<file path="src/rtl/pmse_ram.sv">
// Generic single-write, registered-read RAM.
module pmse_ram #(
	parameter int WIDTH = 8,
	parameter int DEPTH = 256
) (
	input  logic                     clk,
	input  logic                     we,
	input  logic [$clog2(DEPTH)-1:0] waddr,
	input  logic [WIDTH-1:0]         wdata,
	input  logic [$clog2(DEPTH)-1:0] raddr,
	output logic [WIDTH-1:0]         rdata
);

	logic [WIDTH-1:0] mem_q [DEPTH];

	// Write port and registered read port
	always_ff @(posedge clk) begin
		if (we) begin
			mem_q[waddr] <= wdata;
		end
		rdata <= mem_q[raddr];
	end

endmodule

</file>
<file path="config.mk">
export PLATFORM = sky130hd
export DESIGN_NAME = pmse_ram
export DESIGN_NICKNAME = d
export VERILOG_FILES = /design/src/rtl/pmse_ram.sv
export SDC_FILE = /design/constraint.sdc
export NUM_CORES = 2
export LEC_CHECK = 0
export BUFFER_PORTS_ARGS = -buffer_cell sky130_fd_sc_hd__buf_2
export CORE_UTILIZATION = 55
export DETAILED_ROUTE_END_ITERATION = 8
export PLACE_DENSITY = 0.79
export SLEW_MARGIN = 25
export SYNTH_ARGS = -nofsm -noshare
export SYNTH_HDL_FRONTEND = slang
export SYNTH_SLANG_ARGS = --single-unit
</file>
<file path="constraint.sdc">
create_clock -name clk -period 5.2 [get_ports clk]
set_clock_uncertainty 0.2 [all_clocks]
set_input_delay 1.56 -clock clk [delete_from_list [all_inputs] [get_ports clk]]
set_output_delay 1.56 -clock clk [all_outputs]
set_load 0.02 [all_outputs]
</file>
==> impl_metrics.json <==
{
  "status": "finished clean",
  "power.total_mw": 34.0,
  "avgSynthCellArea_um2": 21.3,
  "rsz0062_at_grt": "false",
  "critPathKind": "in -> reg",
  "synth_flop_cell": "edfxtp_1",
  "io_pins": 34,
  "yosysWarnings": 0,
  "wire_per_inst_um": 33.1,
  "reg2reg_slack_ps": 2160,
  "rows": 139,
  "fin_crit_ps": 4430,
  "area_growth_pct": 12.4,
  "gp_congestion": 0.904,
  "vias_per_cell": 6.79,
  "nNetsFinal": 4019,
  "multi_input_area_mm2": 0.0165,
  "dp_hpwl_um": 120000,
  "reg2reg_depth": 6,
  "required_ps": 5670,
  "die_x_um": 382,
  "p_per_area_mw_per_mm2": 380,
  "drtIter0Drc": 6734,
  "final-seq-area_mm2": 0.0617,
  "grt_pass1_vias": 41300,
  "antenna_found_initial": 6,
  "cts_tree": "yes",
  "post_cts_buffers": 0,
  "postSynthNetCount": 3759,
  "end_kind": "flop",
  "p_leak_nw": 27.9,
  "crit_path_end": "rdata[1]$_DFF_P_",
  "worstPathArrival_ps": 4900,
  "finalHoldViolCount": 0,
  "clk_latency_ps": 850,
  "drc": 0,
  "synth-seq-area-share_pct": 77.5,
  "fill_cells": 9118,
  "cp_max_fo": 32,
  "fin_setup_tns_ps": 0,
  "grt_max_degree": 134,
  "synth_seq_cells": 2056,
  "synthArstFlopShare_pct": 0,
  "setup_viol": 0,
  "cts_sinks": 2056,
  "coreArea_mm2": 0.143,
  "clockBufferDepth": 3,
  "grt-ovfl-total": 0,
  "ctsHoldBuffers": 0,
  "drive_gt1_share_pct": 24.9,
  "ir_drop_mv": 0.405,
  "fmax_mhz": 226,
  "clock-root-buffer": "clkbuf_16",
  "numCtsBuffers": 193,
  "rr_startpoint": "mem_q[82][1]$_DFFE_PP_",
  "hp-class": "reg -> reg",
  "die_h_um": 382,
  "worstMarginPinSlew_ps": 1080,
  "first_pass_iters": 8,
  "syn_inst": 3733,
  "htreeDepth": 4,
  "drt-total-wl_um": 200000,
  "dieArea_mm2": 0.146,
  "startpoint_type": "input pin",
  "grt_use_total_pct": 27.7,
  "grt_pass1_wl_um": 289000,
  "vias": 41200,
  "post-route-period-util_pct": 85.3,
  "synth_area_mm2": 0.0796,
  "final_antenna_net_count": 0,
  "ys_types": 55,
  "r2r_end": "rdata[1]$_DFF_P_",
  "slew_viol_final": 0,
  "clk_pin_slew_ps": 60,
  "maxCapViolCount": 0,
  "synth_edf_count": 2048,
  "start_util_pct": 55.4,
  "cp-startpoint": "raddr[0]",
  "relSlewSlack_pct": 27.1,
  "numPortBuffers": 33,
  "cts_resized": 0
}
## placed cells by master (no fill, tap or decap), drive strengths merged, types with 3 or more instances in the layout
| master | netlist | final |
|---|---|---|
| nand3 | 34 | 34 |
| nand2 | 33 | 33 |
| bufinv | 0 | 15 |
| clkbuf | 111 | 268 |
| a211oi | 16 | 16 |
| o211ai | 10 | 10 |
| o221ai | 47 | 47 |
| or2 | 4 | 4 |
| mux4 | 456 | 456 |
| nor3 | 22 | 22 |
| nand4 | 10 | 10 |
| a21oi | 96 | 96 |
| nor2 | 282 | 282 |
| dfxtp | 8 | 8 |
| a221oi | 14 | 14 |
| o22a | 5 | 5 |
| clkinv | 1 | 71 |
| mux2i | 134 | 134 |
| inv | 1 | 10 |
| a22o | 8 | 8 |
| o21ai | 12 | 12 |
| o22ai | 28 | 28 |
| a2111oi | 5 | 5 |
| clkinvlp | 0 | 3 |
| nor2b | 31 | 31 |
| a22oi | 133 | 133 |
| edfxtp | 2048 | 2048 |
| nor4 | 27 | 27 |
| and2 | 6 | 6 |
| o32ai | 5 | 5 |
| buf | 122 | 290 |
| nand2b | 8 | 8 |
## synth_stat cells, types with 24 or more instances
cell type	n	area share [%]
edfxtp_1	2048	77
nand2_1	33	0.16
clkbuf_1	111	0.52
buf_4	27	0.25
o22ai_1	28	0.22
mux4_2	454	13
nor2_1	282	1.3
o221ai_1	46	0.51
a22oi_1	133	1.3
nand3_1	34	0.21
mux2i_1	134	1.7
nor4_1	24	0.19
buf_2	31	0.20
a21oi_1	96	0.60
nor2b_1	31	0.24
## sequential cells by signal (all words and copies together), names as in the netlist
signal	cells
rdata	8
mem_q	2048
## worst min-delay path by stage
stage | startpoint | end | cells past startpoint
after floorplan | mem_q[40][3]$_DFFE_PP_ | rdata[3]$_DFF_P_ | 6
final | mem_q[32][5]$_DFFE_PP_ | rdata[5]$_DFF_P_ | 6
after CTS | mem_q[33][5]$_DFFE_PP_ | rdata[5]$_DFF_P_ | 6
after global placement | mem_q[32][5]$_DFFE_PP_ | rdata[5]$_DFF_P_ | 6
after detailed placement | mem_q[32][5]$_DFFE_PP_ | rdata[5]$_DFF_P_ | 6
after global routing | mem_q[33][5]$_DFFE_PP_ | rdata[5]$_DFF_P_ | 6
## through the flow
step / utilization (%) / setup WS [ps] / std cells / instance area (µm²) / hold slack (ps)
floorplan: - / 1500 / 3733 / 79600 / 570
global placement: 58.0 / 55.8 / 5701 / 83200 / 726
detailed placement: 58.0 / 19.2 / 5701 / 83200 / 729
CTS: 62.3 / 840 / 6058 / 89400 / 770
global route: 62.3 / 798 / 6058 / 89400 / 869
finish: 62.3 / 766 / 6060 / 89400 / 781
## report_power, final
part	switching [mW]	total [mW]	internal [mW]	leakage (nW)
sequential	0.0417	18.3	18.3	18.5
clock	6.11	13.9	7.83	3.03
combinational	1.13	1.73	0.604	6.44
total	7.28	34.0	26.7	27.9
## worst max-delay path: stages
cell,delay (ps)
buf_8,400
buf_4,490
mux4_2,540
nor2b_1,150
a211oi_1,500
nor2_1,150
nor4_1,720
buf_4,250
nor4_1,60
## routing by layer
metal / part of all wire, % / track usage (%) / vias to the layer above
met3: 13 / 6.20 / 548
li1: - / - / 16200
met1: 35 / 37.7 / 21100
met4: 5.0 / 12.3 / 8
met5: 0.024 / 0 / -
met2: 48 / 43.3 / 3296
## kinds of logic (layout without fill, tap and decap cells)
| kind of cell | Yosys count | count (layout) | synth area share (%) |
|---|---|---|---|
| buffers and inverters | 235 | 657 | 1.83 |
| muxes | 591 | 591 | 14.6 |
| DFF | 2056 | 2056 | 77.5 |
| other | 0 | 2 | 0 |
| AOI/OAI and AO/OA | 385 | 385 | 3.42 |
| and+or+nand+nor | 466 | 466 | 2.63 |
## final cells by class
class	instances	share of cell area (%)
Timing Repair Buffer	298	2.99
Clock buffer	260	5.84
Tap cell	1903	2.66
Sequential cell	2056	68.9
Clock inverter	97	1.12
Inverter	2	0.00839
Multi-Input combinational cell	1442	18.4
Antenna cell	2	0.00560
Power figures use the tool's default switching activity.
