$ cat config.mk
export PLATFORM = sky130hd
export DESIGN_NAME = pmse_trellis
export DESIGN_NICKNAME = d
export VERILOG_FILES = /design/src/rtl/pmse_pkg.sv /design/src/rtl/pmse_trellis.sv
export SDC_FILE = /design/constraint.sdc
export NUM_CORES = 2
export LEC_CHECK = 0
export BUFFER_PORTS_ARGS = -buffer_cell sky130_fd_sc_hd__buf_2
export CORE_UTILIZATION = 41
export CTS_BUF_LIST = sky130_fd_sc_hd__clkbuf_16
export DETAILED_ROUTE_END_ITERATION = 6
export SLEW_MARGIN = 10
export SYNTH_ARGS = -nofsm -noshare
export SYNTH_HDL_FRONTEND = slang
export SYNTH_SLANG_ARGS = --single-unit
$ cat constraint.sdc
create_clock -name clk -period 16.5 [get_ports clk]
set_input_delay 0.825 -clock clk [delete_from_list [all_inputs] [get_ports clk]]
set_output_delay 0.825 -clock clk [all_outputs]
set_load 0.01 [all_outputs]
$ cat src/rtl/pmse_pkg.sv
// Shared types, constants and helper functions of the PCM mapper shaping encoder.
package pmse_pkg;

	localparam int TABLE_DEPTH = 128;
	localparam int TABLE_POS   = 6;
	localparam int TBL_WORDS   = TABLE_POS * TABLE_DEPTH;
	localparam int TBL_AW      = $clog2(TBL_WORDS);
	localparam int RING_DEPTH  = 32;
	localparam int RING_AW     = $clog2(RING_DEPTH);
	localparam int FRAME_W     = 62;
	localparam int VAL_W       = FRAME_W - 3;
	localparam int DIV_CW      = $clog2(VAL_W + 1);
	localparam int LEN_W       = 8;
	localparam int UC_W        = 7;
	localparam int SAMP_W      = 16;
	localparam int X_W         = 17;
	localparam int F_W         = 32;
	localparam int PROD_W      = 64;
	localparam int EN_W        = 63;

	// Sign operation masks of the two-state trellis, by {state, predecessor}
	localparam logic [7:0] SIGN_OP1 = 8'h55;
	localparam logic [7:0] SIGN_OP2 = 8'hff;
	localparam logic [7:0] SIGN_OP3 = 8'haa;
	localparam logic [15:0] MU_BIAS = 16'h0084;

	typedef enum logic [2:0] {
		CFG_SHAPING_BITS = 3'd0,
		CFG_DATA_BITS    = 3'd1,
		CFG_LOOKAHEAD    = 3'd2,
		CFG_COEF_A1      = 3'd3,
		CFG_COEF_B1      = 3'd4,
		CFG_COEF_A2      = 3'd5,
		CFG_COEF_B2      = 3'd6
	} cfg_reg_t;

	typedef enum logic [3:0] {
		ST_IDLE, ST_DIV_GO, ST_DIV_WAIT, ST_RING, ST_SIGN,
		ST_TRL_GO, ST_TRL_WAIT, ST_OPTR, ST_OUT, ST_DONE
	} enc_state_t;

	typedef enum logic [3:0] {
		T_IDLE, T_EDGE, T_MAG, T_P1, T_P2, T_P3, T_P4, T_P5, T_P6,
		T_NEXT, T_DEPTH, T_DONE
	} trl_fsm_t;

	typedef struct packed {
		logic                   req_type;
		logic [2:0]             table_pos;
		logic [6:0]             table_index;
		logic [UC_W-1:0]        ucode_value;
		logic                   table_final;
		logic [FRAME_W-1:0]     frame_bits;
	} in_item_t;

	typedef struct packed {
		logic signed [SAMP_W-1:0] sample0;
		logic signed [SAMP_W-1:0] sample1;
		logic signed [SAMP_W-1:0] sample2;
		logic signed [SAMP_W-1:0] sample3;
		logic signed [SAMP_W-1:0] sample4;
		logic signed [SAMP_W-1:0] sample5;
	} out_item_t;

	typedef struct packed {
		logic [2:0]        fs;
		logic [1:0]        ld;
		logic signed [7:0] a1;
		logic signed [7:0] b1;
		logic signed [7:0] a2;
		logic signed [7:0] b2;
	} trl_cfg_t;

	// Trellis state handed in at start and back at the end of a shaping frame
	typedef struct packed {
		logic                  q;
		logic [5:0]            t;
		logic signed [X_W-1:0] x;
		logic signed [F_W-1:0] y;
		logic signed [F_W-1:0] v;
	} trl_st_t;

	typedef struct packed {
		logic [5:0]            t;
		logic signed [X_W-1:0] x;
		logic signed [F_W-1:0] y;
		logic signed [F_W-1:0] v;
		logic [EN_W-1:0]       w;
	} node_t;

	// Mu-law magnitude of a Ucode
	function automatic logic [15:0] ucode_mag(input logic [UC_W-1:0] u);
		logic [15:0] t;
		t = ({9'd0, u[3:0], 3'b000} + MU_BIAS) << u[6:4];
		return t - MU_BIAS;
	endfunction

	function automatic logic [5:0] sign_op(input logic [1:0] sel);
		logic [7:0] r;
		case (sel)
			2'd0: r = 8'h00;
			2'd1: r = SIGN_OP1;
			2'd2: r = SIGN_OP2;
			default: r = SIGN_OP3;
		endcase
		return r[5:0];
	endfunction

endpackage

$ cat src/rtl/pmse_trellis.sv
// Two-state shaping trellis: one shared multiplier runs the two-stage filter per symbol.
module pmse_trellis (
	input  logic                         clk,
	input  logic                         arst_n,
	input  logic                         start,
	input  pmse_pkg::trl_cfg_t           cfg,
	input  logic [pmse_pkg::RING_AW-1:0] rp,
	input  pmse_pkg::trl_st_t            init,
	input  logic [pmse_pkg::UC_W-1:0]    ring_ucode,
	input  logic [5:0]                   ring_shape,
	output logic [pmse_pkg::RING_AW-1:0] ring_addr,
	output logic                         done,
	output pmse_pkg::trl_st_t            result
);
	import pmse_pkg::*;

	trl_fsm_t              fsm_q, fsm_d;
	logic [1:0]            depth_q;
	logic                  st_q, ls_q, q_q;
	logic [2:0]            sym_q;
	logic [RING_AW-1:0]    ptr_q;
	logic [5:0]            sg_q;
	logic signed [X_W-1:0] x1_q, xn_q;
	logic signed [F_W-1:0] y1_q, v1_q, yn_q, vn_q;
	logic [EN_W-1:0]       w_q;
	logic signed [PROD_W-1:0] acc_q, prod_q, prod_d, sh_sum;
	logic signed [F_W-1:0] ma, mb;
	node_t                 cur_q [2];
	node_t                 nxt_q [2];
	node_t                 first_q [2];
	logic [1:0]            prev_q [4];
	logic [15:0]           mag;
	logic signed [X_W-1:0] xs;
	logic                  last_ls, take, sym_last, tb;

	// Signed sample of the current symbol
	assign mag = ucode_mag(ring_ucode);
	assign xs  = sg_q[sym_q] ? signed'({1'b0, mag}) : -signed'({1'b0, mag});

	// Shared multiplier operands
	always_comb begin
		ma = '0;
		mb = '0;
		case (fsm_q)
			T_MAG: begin ma = F_W'(cfg.a1); mb = y1_q; end
			T_P1:  begin ma = F_W'(cfg.b1); mb = F_W'(x1_q); end
			T_P2:  begin ma = F_W'(cfg.a2); mb = v1_q; end
			T_P3:  begin ma = F_W'(cfg.b2); mb = y1_q; end
			T_P5:  begin ma = vn_q; mb = vn_q; end
			default: begin ma = '0; mb = '0; end
		endcase
	end
	assign prod_d = PROD_W'(ma) * PROD_W'(mb);
	assign sh_sum = (acc_q - prod_q) >>> 6;

	assign sym_last = (sym_q == cfg.fs - 3'd1);
	assign last_ls  = (depth_q == 2'd0) || ls_q;
	assign take     = (depth_q == 2'd0) || !ls_q || (w_q < nxt_q[st_q].w);

	// Next state
	always_comb begin
		fsm_d = fsm_q;
		case (fsm_q)
			T_IDLE:  if (start) fsm_d = T_EDGE;
			T_EDGE:  fsm_d = T_MAG;
			T_MAG:   fsm_d = T_P1;
			T_P1:    fsm_d = T_P2;
			T_P2:    fsm_d = T_P3;
			T_P3:    fsm_d = T_P4;
			T_P4:    fsm_d = T_P5;
			T_P5:    fsm_d = T_P6;
			T_P6:    fsm_d = sym_last ? T_NEXT : T_MAG;
			T_NEXT:  fsm_d = (last_ls && st_q) ? T_DEPTH : T_EDGE;
			T_DEPTH: fsm_d = (depth_q == cfg.ld) ? T_DONE : T_EDGE;
			T_DONE:  fsm_d = T_IDLE;
			default: fsm_d = T_IDLE;
		endcase
	end

	// Outputs: ring address, completion, traceback from the best final node
	always_comb begin
		ring_addr = ptr_q + RING_AW'(sym_q);
		done      = (fsm_q == T_DONE);
		tb        = cur_q[1].w < cur_q[0].w;
		for (int d = 3; d >= 1; d--) begin
			if (2'(d) <= cfg.ld) begin
				tb = prev_q[d][tb];
			end
		end
		result.q = tb;
		result.t = first_q[tb].t;
		result.x = first_q[tb].x;
		result.y = first_q[tb].y;
		result.v = first_q[tb].v;
	end

	// Sequencer control
	always_ff @(posedge clk or negedge arst_n) begin
		if (!arst_n) begin
			fsm_q   <= T_IDLE;
			depth_q <= '0;
			st_q    <= 1'b0;
			ls_q    <= 1'b0;
			q_q     <= 1'b0;
			sym_q   <= '0;
			ptr_q   <= '0;
		end else begin
			fsm_q <= fsm_d;
			case (fsm_q)
				T_IDLE: begin
					if (start) begin
						q_q     <= init.q;
						ls_q    <= init.q;
						st_q    <= 1'b0;
						depth_q <= '0;
						sym_q   <= '0;
						ptr_q   <= rp - RING_AW'(cfg.fs) * RING_AW'(cfg.ld);
					end
				end
				T_P6: sym_q <= sym_last ? 3'd0 : sym_q + 3'd1;
				T_NEXT: begin
					if (!last_ls) begin
						ls_q <= 1'b1;
					end else if (!st_q) begin
						st_q <= 1'b1;
						ls_q <= (depth_q == 2'd0) ? q_q : 1'b0;
					end
				end
				T_DEPTH: begin
					ptr_q   <= ptr_q + RING_AW'(cfg.fs);
					depth_q <= depth_q + 2'd1;
					st_q    <= 1'b0;
					ls_q    <= 1'b0;
				end
				default: ;
			endcase
		end
	end

	// Filter datapath and trellis nodes
	always_ff @(posedge clk) begin
		prod_q <= prod_d;
		case (fsm_q)
			T_IDLE: begin
				if (start) begin
					cur_q[init.q] <= '{t: init.t, x: init.x, y: init.y, v: init.v, w: '0};
				end
			end
			T_EDGE: begin
				sg_q <= cur_q[ls_q].t ^ ring_shape ^ sign_op({st_q, ls_q});
				x1_q <= cur_q[ls_q].x;
				y1_q <= cur_q[ls_q].y;
				v1_q <= cur_q[ls_q].v;
				w_q  <= cur_q[ls_q].w;
			end
			T_MAG: xn_q <= xs;
			T_P1:  acc_q <= prod_q;
			T_P2:  yn_q <= F_W'(sh_sum + PROD_W'(xn_q));
			T_P3:  acc_q <= prod_q;
			T_P4:  vn_q <= F_W'(sh_sum + PROD_W'(yn_q));
			T_P6: begin
				w_q  <= w_q + EN_W'(prod_q[PROD_W-1:4]);
				x1_q <= xn_q;
				y1_q <= yn_q;
				v1_q <= vn_q;
			end
			T_NEXT: begin
				if (take) begin
					nxt_q[st_q] <= '{t: sg_q, x: x1_q, y: y1_q, v: v1_q, w: w_q};
					prev_q[depth_q][st_q] <= ls_q;
				end
			end
			T_DEPTH: begin
				cur_q <= nxt_q;
				if (depth_q == 2'd0) begin
					first_q <= nxt_q;
				end
			end
			default: ;
		endcase
	end

endmodule

==> results.json <==
{
  "status": "finished with violations",
  "violations": "DRC",
  "syn_area_per_cell_um2": 10.7,
  "synth_area_um2": 89800,
  "tns_ns": 0,
  "io_pins": 240,
  "grtUsageTotal_pct": 24.8,
  "area.growth.synth_to_final_pct": 9.32,
  "dieHeight_um": 470,
  "crit_arrival_ns": 12.23,
  "ys_warn_count": 0,
  "hold_viol": 0,
  "synth-edff-count": 1047,
  "cts_sinks": 1128,
  "drc": 4,
  "clock-root-buffer": "clkbuf_16",
  "synth_flop_cell": "edfxtp_1",
  "worst_slew_pin_slew_ns": 1.36,
  "post-route-period-util_pct": 69.9,
  "synth_nets": 10100,
  "synth_top_area_share_pct": 35.0,
  "fin_crit_ns": 11.53,
  "synthCells": 8377,
  "synthTopCellsByArea": "edfxtp_1, fa_1, ha_1, nand2_1, inv_1",
  "drive_gt1_share_pct": 7.56,
  "grt_max_degree": 153,
  "antenna_found_initial": 4,
  "dp_hpwl_um": 207000,
  "yosysSeqAreaShare_pct": 36.9,
  "first_global_vias": 64900,
  "dieWidth_um": 470,
  "slew_headroom_pct": 9.37,
  "crit_top_cell": "fa_1",
  "grt_pass1_wl_um": 410000,
  "clkTransAtPathRegs_ns": 0.06,
  "post_cts_resized": 0,
  "layout_commonest_cell": "nand2_1",
  "slowest_stage": "fa_1",
  "grt_overflow_total": 0,
  "cts_htree_levels": 3,
  "core_um2": 217000,
  "vias": 63400,
  "routedWlPerCell_um": 23.9,
  "synthArstFlopShare_pct": 1.51,
  "worst_ep_required_time_ns": 17.20,
  "holdBufCountCts": 1,
  "routed_wl_um": 274000,
  "slowest_delay_ns": 0.96,
  "port-buffer-count": 239,
  "drv_slew": 0,
  "finalSetupViolations": 0,
  "worstPathMaxFanout": 25,
  "fmax_ghz": 0.0867,
  "mostFrequentLayoutCells": "nand2_1, inv_1, fa_1",
  "post_cts_buffers": 0,
  "yosysTopAreaCell": "edfxtp_1",
  "critical_path_class": "flop to flop",
  "r2r_slack_ns": 4.97,
  "vias_per_cell": 5.54,
  "fin_nets": 10200,
  "clk_path_buf_depth": 3,
  "start_util_pct": 41.3,
  "ys_types": 91,
  "drtPass1Iterations": 7,
  "hold_path_class": "primary input to flop",
  "grt_setup_unrepaired": "no",
  "cts_tree": "yes",
  "cp-end-kind": "flop",
  "die_area_um2": 221000,
  "drv_cap": 0,
  "finalClockSkew_ns": 0.0730,
  "gp_congestion": 0.939,
  "ys_ff_latch": 1128,
  "cts_buffers": 116,
  "drtIter0Drc": 5641,
  "row_count": 171,
  "ant_nets": 0,
  "start_kind": "flop",
  "insertion_delay_ns": 0.79
}
==> worst max-delay path: cells and delay by family, from the launching register on <==
| kind | cells | cell delay [ns] |
|---|---|---|
| and+or+nand+nor | 7 | 2.88 |
| DFF | 1 | 0.51 |
| buffers and inverters | 4 | 0.88 |
| adders and majority gates | 9 | 5.12 |
| AOI/OAI and AO/OA | 10 | 2.06 |
==> kinds of logic (layout without fill, tap and decap cells) <==
group | after synthesis | in the layout | synth area share (%)
adder cells (fa/ha/maj) | 1575 | 1575 | 31.0
flip-flops | 1128 | 1128 | 36.9
multiplexers | 295 | 295 | 3.44
AO/OA/AOI/OAI | 999 | 999 | 6.96
other | 0 | 3 | 0
buffers and inverters | 1508 | 1719 | 6.33
XOR/XNOR | 252 | 252 | 2.46
AND/OR/NAND/NOR | 2620 | 2620 | 12.9
==> synth_stat cells (all sizes together), types with 16 or more instances <==
cell and number:
nand2 1283, inv 1138, fa 1089, edfxtp 1047, nor2 654, ha 486, clkbuf 337, a21oi 286
o21ai 285, mux2i 205, xnor2 186, a21o 156, and2 155, nand3 143, nand3b 89, mux2 88
nand4 76, xor2 66, dfxtp 64, nand2b 48, nor3 38, nor2b 37, and4 32, buf 32
a31oi 31, o21bai 30, a211oi 25, o21a 25, and3 18, dfrtp 17, or2 16
==> flip-flops by register name, summed over array words and instances, names as in the netlist, 2 cells and up <==
name	flops
v1_q	32
ptr_q	5
fsm_q	4
acc_q	38
yn_q	32
nxt_q	300
y1_q	32
w_q	63
first_q	174
vn_q	32
cur_q	300
depth_q	2
x1_q	17
prev_q	6
sym_q	3
sg_q	6
xn_q	15
prod_q	64
==> per-stage QoR <==
| stage | setup WS, ns | area (µm²) | hold WS, ns | utilization, % | cells |
|---|---|---|---|---|---|
| 5_1_grt | 4.48 | 98200 | 0.362 | 45.2 | 11400 |
| 2_1_floorplan | 4.07 | 89800 | 0.401 | - | 8377 |
| 6_report | 4.97 | 98200 | 0.372 | 45.2 | 11400 |
| 3_5_place_dp | 5.15 | 94400 | 0.408 | 43.4 | 11200 |
| 4_1_cts | 5.14 | 98200 | 0.322 | 45.2 | 11400 |
| 3_3_place_gp | 5.25 | 94400 | 0.413 | 43.4 | 11200 |
==> routing by layer <==
layer  global-route usage [%]  routed length, µm  vias up
met3                     4.00              20400      581
li1                         -                  -    27800
met1                     31.8             108000    32500
met4                     12.8              16100        8
met2                     40.4             129000     2537
met5                        0                229        -
==> final cells by class <==
type                       count  area (µm²)
fill                       20200      119000
antenna                        3        7.51
clock buffer                 117        2930
clock inverter                97         862
inverter                    1139        4280
timing repair buffer         366        2180
tap                         2854        3570
sequential                  1128       33200
multi-input combinational   5741       51200
==> path summary, 6_finish.rpt <==
check                                to  startpoint  cells after the start
min                          cur_q[285]    init[72]                      3
max in group asynchronous          ls_q      arst_n                      2
max                          prod_q[63]    fsm_q[3]                     30
min reg2reg                first_q[248]  nxt_q[248]                      0
max reg2reg                  prod_q[63]    fsm_q[3]                     30
min in group asynchronous          st_q      arst_n                      2
Power is not shown: default switching activity piles up to over one toggle a cycle in this logic, so the estimate is an artifact.
