## src/rtl/pmse_pkg.sv

```systemverilog
// Shared types, constants and helper functions of the PCM mapper shaping encoder.
package pmse_pkg;

	localparam int TABLE_DEPTH = 128;
	localparam int TABLE_POS   = 6;
	localparam int TBL_WORDS   = TABLE_POS * TABLE_DEPTH;
	localparam int TBL_AW      = $clog2(TBL_WORDS);
	localparam int RING_DEPTH  = 32;
	localparam int RING_AW     = $clog2(RING_DEPTH);
	localparam int FRAME_W     = 62;
	localparam int VAL_W       = FRAME_W - 3;
	localparam int DIV_CW      = $clog2(VAL_W + 1);
	localparam int LEN_W       = 8;
	localparam int UC_W        = 7;
	localparam int SAMP_W      = 16;
	localparam int X_W         = 17;
	localparam int F_W         = 32;
	localparam int PROD_W      = 64;
	localparam int EN_W        = 63;

	// Sign operation masks of the two-state trellis, by {state, predecessor}
	localparam logic [7:0] SIGN_OP1 = 8'h55;
	localparam logic [7:0] SIGN_OP2 = 8'hff;
	localparam logic [7:0] SIGN_OP3 = 8'haa;
	localparam logic [15:0] MU_BIAS = 16'h0084;

	typedef enum logic [2:0] {
		CFG_SHAPING_BITS = 3'd0,
		CFG_DATA_BITS    = 3'd1,
		CFG_LOOKAHEAD    = 3'd2,
		CFG_COEF_A1      = 3'd3,
		CFG_COEF_B1      = 3'd4,
		CFG_COEF_A2      = 3'd5,
		CFG_COEF_B2      = 3'd6
	} cfg_reg_t;

	typedef enum logic [3:0] {
		ST_IDLE, ST_DIV_GO, ST_DIV_WAIT, ST_RING, ST_SIGN,
		ST_TRL_GO, ST_TRL_WAIT, ST_OPTR, ST_OUT, ST_DONE
	} enc_state_t;

	typedef enum logic [3:0] {
		T_IDLE, T_EDGE, T_MAG, T_P1, T_P2, T_P3, T_P4, T_P5, T_P6,
		T_NEXT, T_DEPTH, T_DONE
	} trl_fsm_t;

	typedef struct packed {
		logic                   req_type;
		logic [2:0]             table_pos;
		logic [6:0]             table_index;
		logic [UC_W-1:0]        ucode_value;
		logic                   table_final;
		logic [FRAME_W-1:0]     frame_bits;
	} in_item_t;

	typedef struct packed {
		logic signed [SAMP_W-1:0] sample0;
		logic signed [SAMP_W-1:0] sample1;
		logic signed [SAMP_W-1:0] sample2;
		logic signed [SAMP_W-1:0] sample3;
		logic signed [SAMP_W-1:0] sample4;
		logic signed [SAMP_W-1:0] sample5;
	} out_item_t;

	typedef struct packed {
		logic [2:0]        fs;
		logic [1:0]        ld;
		logic signed [7:0] a1;
		logic signed [7:0] b1;
		logic signed [7:0] a2;
		logic signed [7:0] b2;
	} trl_cfg_t;

	// Trellis state handed in at start and back at the end of a shaping frame
	typedef struct packed {
		logic                  q;
		logic [5:0]            t;
		logic signed [X_W-1:0] x;
		logic signed [F_W-1:0] y;
		logic signed [F_W-1:0] v;
	} trl_st_t;

	typedef struct packed {
		logic [5:0]            t;
		logic signed [X_W-1:0] x;
		logic signed [F_W-1:0] y;
		logic signed [F_W-1:0] v;
		logic [EN_W-1:0]       w;
	} node_t;

	// Mu-law magnitude of a Ucode
	function automatic logic [15:0] ucode_mag(input logic [UC_W-1:0] u);
		logic [15:0] t;
		t = ({9'd0, u[3:0], 3'b000} + MU_BIAS) << u[6:4];
		return t - MU_BIAS;
	endfunction

	function automatic logic [5:0] sign_op(input logic [1:0] sel);
		logic [7:0] r;
		case (sel)
			2'd0: r = 8'h00;
			2'd1: r = SIGN_OP1;
			2'd2: r = SIGN_OP2;
			default: r = SIGN_OP3;
		endcase
		return r[5:0];
	endfunction

endpackage

```

## src/rtl/pmse_div.sv

```systemverilog
// Bit-serial restoring divider giving quotient and remainder by a table length.
module pmse_div (
	input  logic                       clk,
	input  logic                       arst_n,
	input  logic                       start,
	input  logic [pmse_pkg::VAL_W-1:0] dividend,
	input  logic [pmse_pkg::LEN_W-1:0] divisor,
	output logic                       done,
	output logic [pmse_pkg::VAL_W-1:0] quot,
	output logic [pmse_pkg::LEN_W-1:0] rem
);
	import pmse_pkg::*;

	logic              busy_q, done_q;
	logic [DIV_CW-1:0] cnt_q;
	logic [VAL_W-1:0]  quo_q;
	logic [LEN_W-1:0]  rem_q, dvs_q;
	logic [LEN_W:0]    trial, diff;
	logic              ge;

	// One quotient bit per cycle
	assign trial = {rem_q, quo_q[VAL_W-1]};
	assign diff  = trial - {1'b0, dvs_q};
	assign ge    = trial >= {1'b0, dvs_q};

	always_ff @(posedge clk or negedge arst_n) begin
		if (!arst_n) begin
			busy_q <= 1'b0;
			done_q <= 1'b0;
			cnt_q  <= '0;
		end else begin
			done_q <= 1'b0;
			if (start) begin
				busy_q <= 1'b1;
				cnt_q  <= '0;
			end else if (busy_q) begin
				cnt_q <= cnt_q + 1'b1;
				if (cnt_q == DIV_CW'(VAL_W - 1)) begin
					busy_q <= 1'b0;
					done_q <= 1'b1;
				end
			end
		end
	end

	always_ff @(posedge clk) begin
		if (start) begin
			quo_q <= dividend;
			rem_q <= '0;
			dvs_q <= divisor;
		end else if (busy_q) begin
			rem_q <= ge ? diff[LEN_W-1:0] : trial[LEN_W-1:0];
			quo_q <= {quo_q[VAL_W-2:0], ge};
		end
	end

	assign done = done_q;
	assign quot = quo_q;
	assign rem  = rem_q;

endmodule

```

## config.mk

```make
export PLATFORM = sky130hd
export DESIGN_NAME = pmse_div
export DESIGN_NICKNAME = d
export VERILOG_FILES = /design/src/rtl/pmse_pkg.sv /design/src/rtl/pmse_div.sv
export SDC_FILE = /design/constraint.sdc
export NUM_CORES = 1
export LEC_CHECK = 0
export BUFFER_PORTS_ARGS = -buffer_cell sky130_fd_sc_hd__buf_4
export CAP_MARGIN = 20
export CORE_MARGIN = 5
export CORE_UTILIZATION = 36
export DETAILED_ROUTE_END_ITERATION = 6
export PLACE_DENSITY = 0.67
export SLEW_MARGIN = 10
export SYNTH_ARGS = -nofsm -noshare
export SYNTH_HDL_FRONTEND = slang
export SYNTH_SLANG_ARGS = --single-unit
export TNS_END_PERCENT = 5
```

## constraint.sdc

```tcl
create_clock -name clk -period 2.6 [get_ports clk]
set_input_delay 0.26 -clock clk [delete_from_list [all_inputs] [get_ports clk]]
set_output_delay 0.26 -clock clk [all_outputs]
set_load 0.005 [all_outputs]
```

==> results of run 1 <==
flip-flops by register name, summed over array words and instances (netlist names):
register,flops
done,1
dvs_q,8
quot,59
cnt_q,6
rem,8
busy_q,1
timing repair:
item | 4_1_cts | 5_1_grt
hold buffers | 1 | 0
buffers inserted | 0 | 0
hold endpoints to repair | 8 | 0
power groups by stage:
stage	clock [W]	combinational, W	sequential, W
global route	0.000968	0.00131	0.00180
detailed placement	0	0.00120	0.00179
CTS	0.000907	0.00121	0.00177
finish	0.000875	0.00120	0.00177
floorplan	0	0.000706	0.00177
global placement	0	0.00117	0.00179
path summary, 6_finish.rpt:
path,from,end
max in group asynchronous,arst_n,cnt_q[1]
worst min register to register,cnt_q[4],cnt_q[4]
worst max register to register,rem[5],quot[0]
worst min-delay path,divisor[3],dvs_q[3]
worst max-delay path,rem[5],quot[0]
min in group asynchronous,arst_n,busy_q
Yosys cell counts (2+ instances only):
cell type / number
a21oi_1: 7
o21ai_1: 4
edfxtp_1: 67
dfrtp_1: 8
o21bai_1: 2
nand3_1: 4
nand4_1: 2
a21o_1: 2
clkbuf_1: 10
xnor2_1: 4
o21ai_0: 3
xor2_1: 3
mux2_2: 59
mux2i_1: 2
dfxtp_1: 8
ha_1: 10
nand2b_1: 4
or3_1: 2
nand2_1: 13
nor2_1: 15
o211ai_1: 3
nor2b_1: 3
a211oi_1: 3
a32o_1: 2
inv_1: 12
a311oi_1: 2
nor4b_1: 2
area by class of cell:
class / count / share of cell area
inverter: 13 / 0.00917
clock buffer: 11 / 0.0247
timing repair buffer: 143 / 0.205
tap: 140 / 0.0329
sequential: 83 / 0.446
multi-input combinational: 170 / 0.275
clock inverter: 4 / 0.00799
cell families after synthesis:
family / count (synthesis) / share of synthesized area
compound gates: 40 / 0.0820
xor+xnor: 7 / 0.0156
fa+ha+maj: 11 / 0.0368
buf+inv: 25 / 0.0260
flops: 83 / 0.602
mux: 61 / 0.174
simple gates: 51 / 0.0635
stage by stage:
step | hold WS (ps) | total power (W)
after floorplan | -35.6 | 0.00248
after global placement | 83.6 | 0.00296
after detailed placement | 85.8 | 0.00299
after CTS | 53.4 | 0.00388
after global routing | 44.0 | 0.00407
final | 84.9 | 0.00384
layer usage:
layer	global-route usage	wire [µm]	part of all wire
met2	0.245	4600	0.47
met3	0.0835	1040	0.11
met5	0	0	0
met1	0.182	3950	0.41
met4	0.0507	145	0.015
layout by cell type, fill, tap and decap left out, drive strengths merged, types with 10 or more instances in the layout:
cell      n
nor2     15
buf     142
inv      13
mux2     59
ha       10
clkbuf   11
nand2    14
edfxtp   67
==> summary.md, run 1 <==
| Metric | Value |
|---|---|
| Outcome | finished, final reports clean |
| Post-CTS sizing | 0 |
| CTS tree | done |
| PwrDens | 721 nW/µm² |
| Max-capacitance violation count | 0 |
| Dominant cell type by area after synthesis | edfxtp_1 |
| Comb power frac | 0.312 |
| DRT antenna net count | 0 |
| H-Tree Level Count | 3 |
| Slew HR | 0.531 |
| Tot GR Track Use | 0.156 |
| Area occupied by multi-input gates | 1460 µm² |
| P_leak | 2.25 nW |
| Cells along the critical path | ha_1 > nand3_1 > nor3_1 > a211oi_1 > nand2_2 > mux2_2 |
| Post-Layout Cell Count | 564 |
| GPL Wtd Cong | 0.803 |
| CP Buf/Inv Count | 0 |
| Ant. Diodes | 0 |
| Layout cells sized above 1 | 0.521 |
| Global-route wire length before repair | 15600 µm |
| Drt initial violations | 114 |
| Startpoint Class | flip-flop |
| Yosys reg bits | 83 |
| I/O Buffers | 137 |
| Row Count | 38 |
| Post-Syn Instances | 278 |
| Worst Tran Pin Value | 699 ps |
| Register Area | 2370 µm² |
| Initial antenna violation count | 0 |
| Critical path peak fanout | 9 |
| Dpl ws | 300 ps |
| Maximum vdd drop | 0.298 mV |
| Worst r2r path cells | 6 |
| Critical path depth | 6 |
| Die area | 13100 µm² |
| DR pass1 iterations | 4 |
| GRT overflow | 0 |
| Via density | 4.92 |
| Sequential area share after synthesis | 0.602 |
| Clock skew | 8.08 ps |
| Clock Latency Late Sink | 350 ps |
| Final hold violation count | 0 |
| R2R Setup Slk | 260 ps |
| DIE WIDTH | 115 µm |
| Clock Tree Buf Depth | 2 |
| Crit path max-delay family | compound AO/OA/AOI/OAI gates |
| Slowest CP cell | a211oi_1 |
| Final #Nets | 501 |
| Post-Syn Nets | 359 |
| Residual DRC | 0 |
| DP Area | 5140 µm² |
| Sw Share | 0.296 |
| Sequential Power Share | 0.460 |
| Top FF cell, synth | edfxtp_1 |
| Post-Route WL | 9740 µm |
| Delay of the slowest critical-path stage | 620 ps |
| Post-synth EDFFs | 67 |
| Avg Inst Size Synth | 14.2 µm² |
| Area share of the leading cell type in the synthesized netlist | 0.511 |
| Setup crit end kind | flip-flop |
| Root buffer cell | clkbuf_8 |
| Routed vias | 2774 |
| Synthesis warning total | 0 |
| Worst EP required | 2700 ps |
| Initial Util | 0.365 |
| Final Slew Violations | 0 |
| Total negative setup slack | 0 ps |
| Cts bufs inserted | 9 |
| Fmax | 0.427 GHz |
| Dpl cells | 548 |
| Clock sinks | 83 |
| Critical Path AT | 2440 ps |
| Post-layout util | 0.493 |
| Area Overhead vs Synth | 35.1% |
| Clock power share | 0.228 |
| Fin crit period | 2340 ps |
| Routed length per instance | 17.3 µm |
| CP Class | reg2reg |
| Async set-reset flop share out of synthesis | 0.0964 |
| Hold crit path type | in2reg |
| Die Ht | 115 µm |
| # setup viols final | 0 |
| I/O pin count | 138 |
| Core footprint | 10800 µm² |
| Dominant cells by area after synthesis | edfxtp_1 51%, mux2_2 17%, dfrtp_1 5.1% |
| Crit path setup slack, layout | 259 ps |
| Largest net degree at the start of global routing | 32 |
| Yosys cell types | 49 |
| Mapped cell area | 3940 µm² |
| Design Area, Final | 5320 µm² |
| Final HPWL DP | 7370 µm |
| Period Utilization, post-route | 0.900 |
| Fillers | 934 |
| NetSw | 0.00114 W |
| Unrepaired setup endpoints after global routing | no |
| Reg clk slew, reported paths | 80 ps |
| Int Pwr | 0.00270 W |
| Vias in the first global route | 2966 |
| Min-Delay Path Depth | 1 |
No activity file was read; power rests on OpenSTA's default activity.
==> run 2: changes to the inputs <==
--- a/config.mk
+++ b/config.mk
@@ -8,9 +8,9 @@
 export BUFFER_PORTS_ARGS = -buffer_cell sky130_fd_sc_hd__buf_4
 export CAP_MARGIN = 20
 export CORE_MARGIN = 5
-export CORE_UTILIZATION = 36
+export CORE_UTILIZATION = 50
 export DETAILED_ROUTE_END_ITERATION = 6
-export PLACE_DENSITY = 0.67
+export PLACE_DENSITY = 0.86
 export SLEW_MARGIN = 10
 export SYNTH_ARGS = -nofsm -noshare
 export SYNTH_HDL_FRONTEND = slang
==> summary.md, run 2 (same netlist as run 1, synthesis figures left out) <==
| Metric | Value |
|---|---|
| CP Class | reg2reg |
| Post-Route WL | 9250 µm |
| Routed length per instance | 17.6 µm |
| Slowest CP cell | a2111oi_4 |
| Critical path peak fanout | 9 |
| Global-route wire length before repair | 14900 µm |
| Cts bufs inserted | 9 |
| Residual DRC | 0 |
| GRT overflow | 0 |
| I/O pin count | 138 |
| Slew HR | 0.620 |
| Period Utilization, post-route | 0.823 |
| Most common cell after layout, fill and taps aside | buf_4 |
| Fmax | 0.467 GHz |
| Outcome | finished, final reports clean |
| Critical Path AT | 2240 ps |
| Die area | 9750 µm² |
| Maximum vdd drop | 0.363 mV |
| CTS tree | done |
| Clock sinks | 83 |
| Area Overhead vs Synth | 34.4% |
| CTS hold repair buffers | 1 |
| Via density | 5.37 |
| Layout cells sized above 1 | 0.524 |
| Core footprint | 7690 µm² |
| Worst EP required | 2700 ps |
| Largest net degree at the start of global routing | 80 |
| P_leak | 2.25 nW |
| Initial antenna violation count | 0 |
| Tot GR Track Use | 0.193 |
| Register Area | 2370 µm² |
| Clock Latency Late Sink | 340 ps |
| Post-CTS sizing | 0 |
| Final hold slack | 89.3 ps |
| Reg clk slew, reported paths | 90 ps |
| Final HPWL DP | 6930 µm |
| Unrepaired setup endpoints after global routing | no |
| Setup crit end kind | flip-flop |
| Drt initial violations | 146 |
| Fillers | 562 |
| Clock Tree Buf Depth | 2 |
| DR pass1 iterations | 4 |
| Hold crit path type | in2reg |
| Max reg flops | 59 |
| Fin crit period | 2140 ps |
| GPL Wtd Cong | 0.955 |
| Routed vias | 2824 |
| Area occupied by multi-input gates | 1460 µm² |
| Ant. Diodes | 0 |
| Cells along the critical path | inv_1 > ha_1 > a2111oi_4 > inv_2 > o21ai_4 > nand2_2 > mux2_2 |
| DP Area | 5100 µm² |
| Initial Util | 0.512 |
| Vias in the first global route | 3010 |
| Startpoint Class | flip-flop |
| Final Slew Violations | 0 |
| Clock skew | 11.4 ps |
| Final #Nets | 500 |
| Root buffer cell | clkbuf_8 |
| Worst Tran Pin Value | 569 ps |
| Crit path setup slack, layout | 460 ps |
| Total power | 0.00386 W |
| DIE WIDTH | 98.8 µm |
| Dpl ws | 469 ps |
| Total negative setup slack | 0 ps |
| I/O Buffers | 137 |
| DRT antenna net count | 0 |
| R2R Setup Slk | 460 ps |
| Row Count | 32 |
| Max-capacitance violation count | 0 |
| Post-CTS Setup Inserts | 0 |
| # setup viols final | 0 |
| Final hold violation count | 0 |
| Most frequent cells in the layout | 139 x buf_4, 67 x edfxtp_1, 59 x mux2_2 |
| Die Ht | 98.8 µm |
| Delay of the slowest critical-path stage | 470 ps |
| Design Area, Final | 5290 µm² |
| PwrDens | 730 nW/µm² |
| H-Tree Level Count | 3 |
## run 2: changes by cell type in the layout (fill, tap and decap cells not counted)
cell,before,now
buf_4,141,139
clkinv_1,2,0
buf_12,1,2
clkbuf_1,2,3
clkinv_4,0,1
clkinvlp_4,0,1
## run 2: power breakdown
group,total [W],switching [W],internal [W]
registers,0.00176,0.000131,0.00163
logic,0.00120,0.000556,0.000646
clock network,0.000900,0.000454,0.000446
## run 2: worst paths after layout
kind | start | endpoint | cells after the start
setup / recovery | dvs_q[6] | quot[0] | 7
hold / removal | divisor[7] | dvs_q[7] | 1
setup reg to reg | dvs_q[6] | quot[0] | 7
hold reg to reg | rem[6] | rem[6] | 2
max in group asynchronous | arst_n | cnt_q[0] | 2
min in group asynchronous | arst_n | cnt_q[2] | 2
## run 2: layout make-up
type / count / area share
clock buffer: 12 / 0.0255
tap: 102 / 0.0241
multi-input combinational: 170 / 0.277
inverter: 13 / 0.00922
timing repair buffer: 142 / 0.207
sequential: 83 / 0.448
clock inverter: 4 / 0.00969
## run 2: metal layers
metal	part of all wire	vias up	track usage	wire length (µm)
li1	-	1322	-	-
met1	0.38	1358	0.233	3530
met2	0.50	126	0.309	4590
met3	0.10	18	0.0764	951
met4	0.020	0	0.0809	185
met5	0	-	0	0
## run 2: critical path: cells and delay by family, from the launching register on
kind / cells / cell delay [ps]
compound gates: 2 / 680
fa+ha+maj: 1 / 400
buf+inv: 2 / 120
flops: 1 / 330
mux: 1 / 270
simple gates: 1 / 110
## run 2: metrics by stage
| step | util | instances |
|---|---|---|
| final | 0.688 | 526 |
| after global routing | 0.688 | 526 |
| after CTS | 0.688 | 526 |
| after detailed placement | 0.663 | 509 |
| after global placement | 0.663 | 509 |
| after floorplan | - | 278 |
